## src/rtl/lse_pkg.sv

```systemverilog
// Package for the LSB steganography embed/extract block.
// Holds payload and configuration types, register indexes and the parity helper.
// No dependencies.
`default_nettype none

package lse_pkg;

	localparam int unsigned PIX_W    = 8;
	localparam int unsigned LEN_W    = 16;
	localparam int unsigned CNT_W    = 17;
	localparam int unsigned CFG_IDX_W = 2;
	localparam int unsigned CFG_DAT_W = 16;

	localparam logic [PIX_W-1:0] PIXEL_MAX = 8'd255;
	localparam logic [CNT_W-1:0] COUNT_MAX = 17'h1FFFF;

	// Group phase codes: pixel position within a three-pixel group
	localparam logic [1:0] PH_FIRST  = 2'd0;
	localparam logic [1:0] PH_SECOND = 2'd1;
	localparam logic [1:0] PH_THIRD  = 2'd2;

	// Configuration register indexes
	localparam logic [CFG_IDX_W-1:0] CFG_EXTRACT_MODE   = 2'd0;
	localparam logic [CFG_IDX_W-1:0] CFG_MESSAGE_LENGTH = 2'd1;

	typedef struct packed {
		logic [PIX_W-1:0] red_in;
		logic [PIX_W-1:0] green_in;
		logic [PIX_W-1:0] blue_in;
		logic [PIX_W-1:0] text_byte;
		logic             start_of_image;
	} pix_in_t;

	typedef struct packed {
		logic [PIX_W-1:0] red_out;
		logic [PIX_W-1:0] green_out;
		logic [PIX_W-1:0] blue_out;
		logic             char_valid;
		logic [PIX_W-1:0] char_out;
		logic             done_res;
	} pix_out_t;

	typedef struct packed {
		logic [CFG_IDX_W-1:0] index;
		logic [CFG_DAT_W-1:0] data;
	} cfg_wr_t;

	typedef struct packed {
		logic             extract_mode;
		logic [LEN_W-1:0] message_length;
	} cfg_t;

	// Force the channel's parity to the given bit; 255 steps down to 254
	function automatic logic [PIX_W-1:0] set_parity(input logic [PIX_W-1:0] ch,
	                                                 input logic bit_val);
		logic [PIX_W-1:0] res;
		res = ch;
		if (ch[0] != bit_val) begin
			if (ch == PIXEL_MAX) begin
				res = PIXEL_MAX - 8'd1;
			end else begin
				res = ch + 8'd1;
			end
		end
		return res;
	endfunction

endpackage

`default_nettype wire

```

## src/rtl/lse_intf.sv

```systemverilog
// Handshake interfaces for the pixel input, result output and configuration write channels.
// Depends on lse_pkg for the payload types.
`default_nettype none

interface lse_pix_in_if;
	logic              valid;
	logic              ready;
	lse_pkg::pix_in_t  data;

	modport source (output valid, output data, input ready);
	modport sink   (input valid, input data, output ready);
endinterface

interface lse_pix_out_if;
	logic              valid;
	logic              ready;
	lse_pkg::pix_out_t data;

	modport source (output valid, output data, input ready);
	modport sink   (input valid, input data, output ready);
endinterface

interface lse_cfg_if;
	logic              valid;
	logic              ready;
	lse_pkg::cfg_wr_t  data;

	modport source (output valid, output data, input ready);
	modport sink   (input valid, input data, output ready);
endinterface

`default_nettype wire

```

## src/rtl/lse_core.sv

```systemverilog
// Per-pixel embed/extract datapath with the stream state (phase, held byte, bits, count, done).
// Depends on lse_pkg.
`default_nettype none

module lse_core (
	input  wire logic              clk,
	input  wire logic              arst_n,
	input  wire logic              step,
	input  wire lse_pkg::cfg_t     cfg,
	input  wire lse_pkg::pix_in_t  pix,
	output lse_pkg::pix_out_t      res
);

	logic [1:0]                   phase_q, phase_c, phase_n;
	logic [lse_pkg::PIX_W-1:0]    held_q, held_c, held_n;
	logic [5:0]                   acc_q, acc_c, acc_n;
	logic [lse_pkg::CNT_W-1:0]    cnt_q, cnt_c, cnt_n, cnt_inc;
	logic                         fin_q, fin_c, fin_n;
	logic [lse_pkg::PIX_W-1:0]    byte_sel;
	logic [2:0]                   bits;
	logic [lse_pkg::CNT_W-1:0]    len_ext, len_plus1;

	always_comb begin
		// start_of_image clears the stream before this pixel is handled
		phase_c = pix.start_of_image ? lse_pkg::PH_FIRST : phase_q;
		held_c  = pix.start_of_image ? '0 : held_q;
		acc_c   = pix.start_of_image ? '0 : acc_q;
		cnt_c   = pix.start_of_image ? '0 : cnt_q;
		fin_c   = pix.start_of_image ? 1'b0 : fin_q;

		len_ext   = {1'b0, cfg.message_length};
		len_plus1 = len_ext + 17'd1;
		cnt_inc   = (cnt_c == lse_pkg::COUNT_MAX) ? cnt_c : cnt_c + 17'd1;

		phase_n = phase_c;
		held_n  = held_c;
		acc_n   = acc_c;
		cnt_n   = cnt_c;
		fin_n   = fin_c;

		res.red_out    = pix.red_in;
		res.green_out  = pix.green_in;
		res.blue_out   = pix.blue_in;
		res.char_valid = 1'b0;
		res.char_out   = '0;

		byte_sel = (phase_c == lse_pkg::PH_FIRST) ? pix.text_byte : held_c;
		case (phase_c)
			lse_pkg::PH_FIRST:  bits = byte_sel[2:0];
			lse_pkg::PH_SECOND: bits = byte_sel[5:3];
			default:            bits = {1'b1, byte_sel[7:6]};
		endcase

		if (!cfg.extract_mode) begin
			// End test only at a group boundary: a started group is completed
			if (!fin_c && phase_c == lse_pkg::PH_FIRST && cnt_c >= len_ext) begin
				fin_n = 1'b1;
			end
			if (!fin_n) begin
				held_n        = byte_sel;
				res.red_out   = lse_pkg::set_parity(pix.red_in,   bits[0]);
				res.green_out = lse_pkg::set_parity(pix.green_in, bits[1]);
				res.blue_out  = lse_pkg::set_parity(pix.blue_in,  bits[2]);
				if (phase_c == lse_pkg::PH_FIRST || phase_c == lse_pkg::PH_SECOND) begin
					phase_n = phase_c + 2'd1;
				end else begin
					phase_n = lse_pkg::PH_FIRST;
					cnt_n   = cnt_inc;
					fin_n   = (cnt_inc >= len_ext);
				end
			end
		end else if (!fin_c) begin
			case (phase_c)
				lse_pkg::PH_FIRST: begin
					acc_n   = {3'b000, pix.blue_in[0], pix.green_in[0], pix.red_in[0]};
					phase_n = lse_pkg::PH_SECOND;
				end
				lse_pkg::PH_SECOND: begin
					acc_n   = acc_c | {pix.blue_in[0], pix.green_in[0], pix.red_in[0], 3'b000};
					phase_n = lse_pkg::PH_THIRD;
				end
				default: begin
					res.char_out   = {pix.green_in[0], pix.red_in[0], acc_c};
					res.char_valid = 1'b1;
					acc_n          = '0;
					phase_n        = lse_pkg::PH_FIRST;
					cnt_n          = cnt_inc;
					fin_n          = (cnt_inc >= len_plus1);
				end
			endcase
		end

		res.done_res = fin_n;
	end

	always_ff @(posedge clk or negedge arst_n) begin
		if (!arst_n) begin
			phase_q <= lse_pkg::PH_FIRST;
			held_q  <= '0;
			acc_q   <= '0;
			cnt_q   <= '0;
			fin_q   <= 1'b0;
		end else if (step) begin
			phase_q <= phase_n;
			held_q  <= held_n;
			acc_q   <= acc_n;
			cnt_q   <= cnt_n;
			fin_q   <= fin_n;
		end
	end

endmodule

`default_nettype wire

```

## src/rtl/lsb_stego_embed_extract.sv

```systemverilog
// Top level of the LSB steganography embed/extract block: config registers and output register.
// Depends on lse_pkg, lse_intf.sv and lse_core.
//
//  channel   | direction | payload                                        | transfer when
//  pix_in    | in        | red/green/blue_in, text_byte, start_of_image   | valid && ready
//  pix_out   | out       | red/green/blue_out, char_valid/out, done_res   | valid && ready
//  cfg       | in        | index (0 extract_mode, 1 message_length), data | valid && ready
//
// One pixel per cycle unless pix_out stalls; each result appears in the cycle after its
// input transfer, from a single output register fed by the parity-adjust logic in lse_core.
// pix_in is ready whenever the output register is empty or being drained that cycle.
// Reset clears the stream state, both config registers and the output valid flag.
// cfg is always ready; writes to unknown indexes are ignored.
`default_nettype none

module lsb_stego_embed_extract (
	input  wire logic     clk,
	input  wire logic     arst_n,
	lse_pix_in_if.sink    pix_in,
	lse_pix_out_if.source pix_out,
	lse_cfg_if.sink       cfg
);

	lse_pkg::cfg_t     cfg_q;
	lse_pkg::pix_out_t res_c;
	lse_pkg::pix_out_t res_q;
	logic              res_valid_q;
	logic              take;

	assign cfg.ready    = 1'b1;
	assign pix_in.ready = !res_valid_q || pix_out.ready;
	assign take         = pix_in.valid && pix_in.ready;

	always_ff @(posedge clk or negedge arst_n) begin
		if (!arst_n) begin
			cfg_q.extract_mode   <= 1'b0;
			cfg_q.message_length <= '0;
		end else if (cfg.valid) begin
			unique case (cfg.data.index)
				lse_pkg::CFG_EXTRACT_MODE:   cfg_q.extract_mode   <= cfg.data.data[0];
				lse_pkg::CFG_MESSAGE_LENGTH: cfg_q.message_length <= cfg.data.data[lse_pkg::LEN_W-1:0];
				default: ;
			endcase
		end
	end

	lse_core u_core (
		.clk    (clk),
		.arst_n (arst_n),
		.step   (take),
		.cfg    (cfg_q),
		.pix    (pix_in.data),
		.res    (res_c)
	);

	always_ff @(posedge clk or negedge arst_n) begin
		if (!arst_n) begin
			res_valid_q <= 1'b0;
		end else if (take) begin
			res_valid_q <= 1'b1;
		end else if (pix_out.ready) begin
			// drop the result once it has been taken
			res_valid_q <= 1'b0;
		end
	end

	always_ff @(posedge clk) begin
		if (take) begin
			res_q <= res_c;
		end
	end

	assign pix_out.valid = res_valid_q;
	assign pix_out.data  = res_q;

endmodule

`default_nettype wire

```

## src/flat_wrapper.sv

```systemverilog
// flat-port wrapper written by rule: the top's interface ports become plain ports
module lsb_stego_embed_extract_flat 
  (clk, arst_n, pix_in_valid, pix_in_data, pix_in_ready, pix_out_valid, pix_out_data, pix_out_ready, cfg_valid, cfg_data, cfg_ready);
  lse_pix_in_if pix_in_i ();
  lse_pix_out_if pix_out_i ();
  lse_cfg_if cfg_i ();
  input  wire logic clk;
  input  wire logic arst_n;
  input wire logic [$bits(pix_in_i.valid)-1:0] pix_in_valid;
  input wire logic [$bits(pix_in_i.data)-1:0] pix_in_data;
  output wire logic [$bits(pix_in_i.ready)-1:0] pix_in_ready;
  output wire logic [$bits(pix_out_i.valid)-1:0] pix_out_valid;
  output wire logic [$bits(pix_out_i.data)-1:0] pix_out_data;
  input wire logic [$bits(pix_out_i.ready)-1:0] pix_out_ready;
  input wire logic [$bits(cfg_i.valid)-1:0] cfg_valid;
  input wire logic [$bits(cfg_i.data)-1:0] cfg_data;
  output wire logic [$bits(cfg_i.ready)-1:0] cfg_ready;
  assign pix_in_i.valid = pix_in_valid;
  assign pix_in_i.data = pix_in_data;
  assign pix_in_ready = pix_in_i.ready;
  assign pix_out_valid = pix_out_i.valid;
  assign pix_out_data = pix_out_i.data;
  assign pix_out_i.ready = pix_out_ready;
  assign cfg_i.valid = cfg_valid;
  assign cfg_i.data = cfg_data;
  assign cfg_ready = cfg_i.ready;
  lsb_stego_embed_extract u_core (.clk(clk), .arst_n(arst_n), .pix_in(pix_in_i), .pix_out(pix_out_i), .cfg(cfg_i));
endmodule
```

## config.mk

```make
export PLATFORM = sky130hd
export DESIGN_NAME = lsb_stego_embed_extract_flat
export DESIGN_NICKNAME = d
export VERILOG_FILES = /design/src/rtl/lse_pkg.sv /design/src/rtl/lse_intf.sv /design/src/rtl/lse_core.sv /design/src/rtl/lsb_stego_embed_extract.sv /design/src/flat_wrapper.sv
export SDC_FILE = /design/constraint.sdc
export NUM_CORES = 1
export LEC_CHECK = 0
export BUFFER_PORTS_ARGS = -buffer_cell sky130_fd_sc_hd__buf_2
export CORE_MARGIN = 2
export CORE_UTILIZATION = 30
export DETAILED_ROUTE_END_ITERATION = 8
export GPL_TIMING_DRIVEN = 0
export PLACE_DENSITY_LB_ADDON = 0.3
export SYNTH_ARGS = -nofsm -noshare
export SYNTH_HDL_FRONTEND = slang
export SYNTH_HIERARCHICAL = 1
export SYNTH_SLANG_ARGS = --single-unit
```

## constraint.sdc

```tcl
create_clock -name clk -period 5 [get_ports clk]
set_clock_uncertainty 0.2 [all_clocks]
set_input_delay 0 -clock clk [delete_from_list [all_inputs] [get_ports clk]]
set_output_delay 0 -clock clk [all_outputs]
set_load 0.1 [all_outputs]
```

==> results.json <==
{
  "clockBufferDepth": 2,
  "start_util_pct": 30.3,
  "dp_cells": 996,
  "cts_made_buffers": 9,
  "dp_hpwl_um": 12100,
  "status": "completed",
  "postLayoutCellArea_um2": 7850,
  "core-area_um2": 20100,
  "hold_slack_ns": 0.0803,
  "regToRegEndpoint": "u_core/pix_out.data[0]$_DFFE_PP_",
  "worstSetupPathType": "reg2reg",
  "min_path_type": "in2reg",
  "first_pass_iters": 6,
  "critPathTopFamily": "compound AO/OA/AOI/OAI gates",
  "grt_use_total_pct": 15.7,
  "fin_setup_tns_ns": 0,
  "ant_nets": 0,
  "fin_util_pct": 39.1,
  "final_common_cell": "buf_2",
  "seq_area_frac_synth_pct": 36.9,
  "die_area_um2": 21500,
  "antenna_found_initial": 0,
  "period_minus_slack_ns": 4.69,
  "power.density_nw_per_um2": 296,
  "synthDistinctLibCells": 71,
  "num-fill-cells": 2014,
  "worst_pin_slew_ns": 1.17,
  "synthTopCellsByArea": "dfrtp_1, edfxtp_1, ha_1",
  "cp_max_fo": 10,
  "pre_cts_slack_ns": -0.887,
  "cts-root-buf": "clkbuf_16",
  "synth-async-reset-ratio_pct": 59.0,
  "setup_violations": 0,
  "ys_seq_elements": 83,
  "tritoncts": "yes",
  "arrival_ns": 4.59,
  "period_share_pct": 93.7,
  "wl_um": 16500,
  "synth_area_um2": 6100,
  "p_leak_nw": 3.51,
  "area_delta_synth_final_pct": 28.8,
  "endpoint": "u_core/pix_out.data[0]$_DFFE_PP_",
  "finalNetCount": 909,
  "slew-limit-headroom_pct": 21.7,
  "vdd_drop_max_mv": 0.111,
  "cp-startpoint": "u_core/u_core/cnt_q[6]$_DFFE_PN0P_",
  "synth_edf_count": 34,
  "num_antenna_cells": 0,
  "dpl_cell_area_um2": 6890,
  "drc": 0,
  "final_cells": 1076,
  "avgViaCountPerCell": 5.05,
  "rows": 52,
  "synth-main-ff-cell": "dfrtp_1",
  "worstHoldPathCells": 4,
  "cts_sinks": 83,
  "gp_congestion": 0.897,
  "yosys.area.top_type": "dfrtp_1",
  "r2r_setup_slack_ns": 0.31,
  "final.setup.worst_slack_ns": 0.314,
  "reg2reg_from": "u_core/u_core/cnt_q[6]$_DFFE_PN0P_",
  "wl_per_cell_um": 15.3,
  "grt_pass1_vias": 5235,
  "clk-insertion-delay-late_ns": 0.35,
  "rsz0062_at_grt": "no",
  "grt_pass1_wl_um": 27100,
  "path_depth": 16,
  "die_w_um": 147,
  "critPathBufInv": 3,
  "finalMaxSlewViolations": 0,
  "clk_pin_slew_worst_paths_ns": 0.08,
  "syn_area_per_cell_um2": 9.60,
  "mostFrequentLayoutCells": "buf_2, dlygate4sd3_1, nand2_1, ha_1, dfrtp_1",
  "endpoint_kind": "flop",
  "crit_path_cell_trace": "and3b_1 -> clkbuf_1 -> nand4_1 -> nor4_1 -> nor3_1 -> buf_2 -> xnor2_1 -> nor2_1 -> ha_1 -> a211o_1 -> a211oi_1 -> o21ai_0 -> a221o_1 -> a2111o_1 -> and2_1 -> buf_4",
  "timing.fmax_ghz": 0.213,
  "initialDrtViolationCount": 356,
  "grt_max_degree": 50,
  "crit_path_start_kind": "flop",
  "hold_violations": 0,
  "io-pin-count": 93,
  "p_total_mw": 2.33,
  "max_cap_violations": 0,
  "die_y_um": 147,
  "slowest_stage": "dfrtp_1",
  "rr_worst_depth": 16,
  "route.vias.total": 5434,
  "portBuffers": 91,
  "synth_warnings": 6,
  "synth_cells": 635,
  "required_ns": 4.90,
  "htree_levels": 3,
  "hp-start": "cfg_valid",
  "overflow": 0,
  "synthesis.nets": 743,
  "synth_largest_type_area_fraction_pct": 20.1,
  "slowest_delay_ns": 0.50,
  "drive_gt1_share_pct": 19.1
}
## cells in the mapped netlist, types with 5 or more instances
| cell type | instances |
|---|---|
| nand2b_1 | 14 |
| mux2_4 | 10 |
| mux2_1 | 11 |
| a21oi_1 | 32 |
| nand3_1 | 26 |
| nor2b_1 | 20 |
| a22o_1 | 12 |
| xnor2_1 | 26 |
| nor2_1 | 33 |
| and3_1 | 10 |
| a31oi_1 | 21 |
| nand2_1 | 57 |
| nor3_1 | 16 |
| xor2_1 | 8 |
| edfxtp_1 | 34 |
| a41oi_1 | 9 |
| o211ai_1 | 7 |
| ha_1 | 52 |
| inv_1 | 30 |
| clkbuf_1 | 12 |
| and2_1 | 18 |
| o21ai_0 | 14 |
| nand4_1 | 19 |
| nor4_1 | 5 |
| a21o_1 | 6 |
| mux2_2 | 10 |
| dfrtp_1 | 49 |
## how the worst min path moves through the flow
stage,end,slack (ns)
floorplan,u_core/cfg_q[0]$_DFFE_PN0P_,-0.50
global placement,u_core/pix_out.valid$_DFFE_PN0P_,0.005
detailed placement,u_core/pix_out.valid$_DFFE_PN0P_,0.005
CTS,u_core/cfg_q[15]$_DFFE_PN0P_,0.08
global route,u_core/cfg_q[15]$_DFFE_PN0P_,0.12
finish,u_core/cfg_q[15]$_DFFE_PN0P_,0.08
## report_power, final
| group | total (mW) | internal (mW) | switching [mW] |
|---|---|---|---|
| logic | 0.773 | 0.283 | 0.490 |
| registers | 0.850 | 0.792 | 0.0583 |
| clock network | 0.703 | 0.393 | 0.310 |
| total | 2.33 | 1.47 | 0.858 |
## worst min-delay path: stages
cell      delay [ns]
buf_2           0.12
nand3b_4        0.13
buf_6           0.20
mux2_4          0.17
## metal layers
metal	track usage, %	up-vias	routed length (um)
li1	-	2704	-
met1	21.1	2555	7630
met2	25.3	149	7670
met3	2.53	26	816
met4	5.97	0	372
met5	0	-	0
## what timing repair did
item,4_1_cts,5_1_grt
resized for setup,1,6
endpoints found under the hold margin,104,0
setup endpoints to repair,2,2
pin swaps,0,1
setup buffers,0,0
hold buffers,65,0
## registers in the layout, summed over array words and instances, names as in the netlist
| signal | flops |
|---|---|
| u_core/u_core/acc_q | 6 |
| u_core/u_core/held_q | 5 |
| u_core/pix_out.data | 34 |
| u_core/cfg_q | 17 |
| u_core/u_core/phase_q | 2 |
| u_core/u_core/fin_q | 1 |
| u_core/u_core/cnt_q | 17 |
| u_core/pix_out.valid | 1 |
## area by class of cell
cell class	instances	area [um2]	share of cell area [%]
clock buffers	10	229	2.92
well taps	270	338	4.30
clock inverters	6	72.6	0.924
flip-flops and latches	83	2250	28.6
repair buffers	156	1110	14.1
inverters	32	120	1.53
plain buffers	21	124	1.58
multi-input cells	498	3620	46.0
## cells by family after synthesis
family	count (synthesis)	share of synthesized area, %
muxes	32	6.51
and+or+nand+nor	238	20.9
xor gates and xnor gates	34	4.89
other	1	0.0615
buffers and inverters	54	3.98
AOI/OAI and AO/OA	141	16.1
adders and majority gates	52	10.7
DFF	83	36.9
Power figures use the tool's default switching activity.
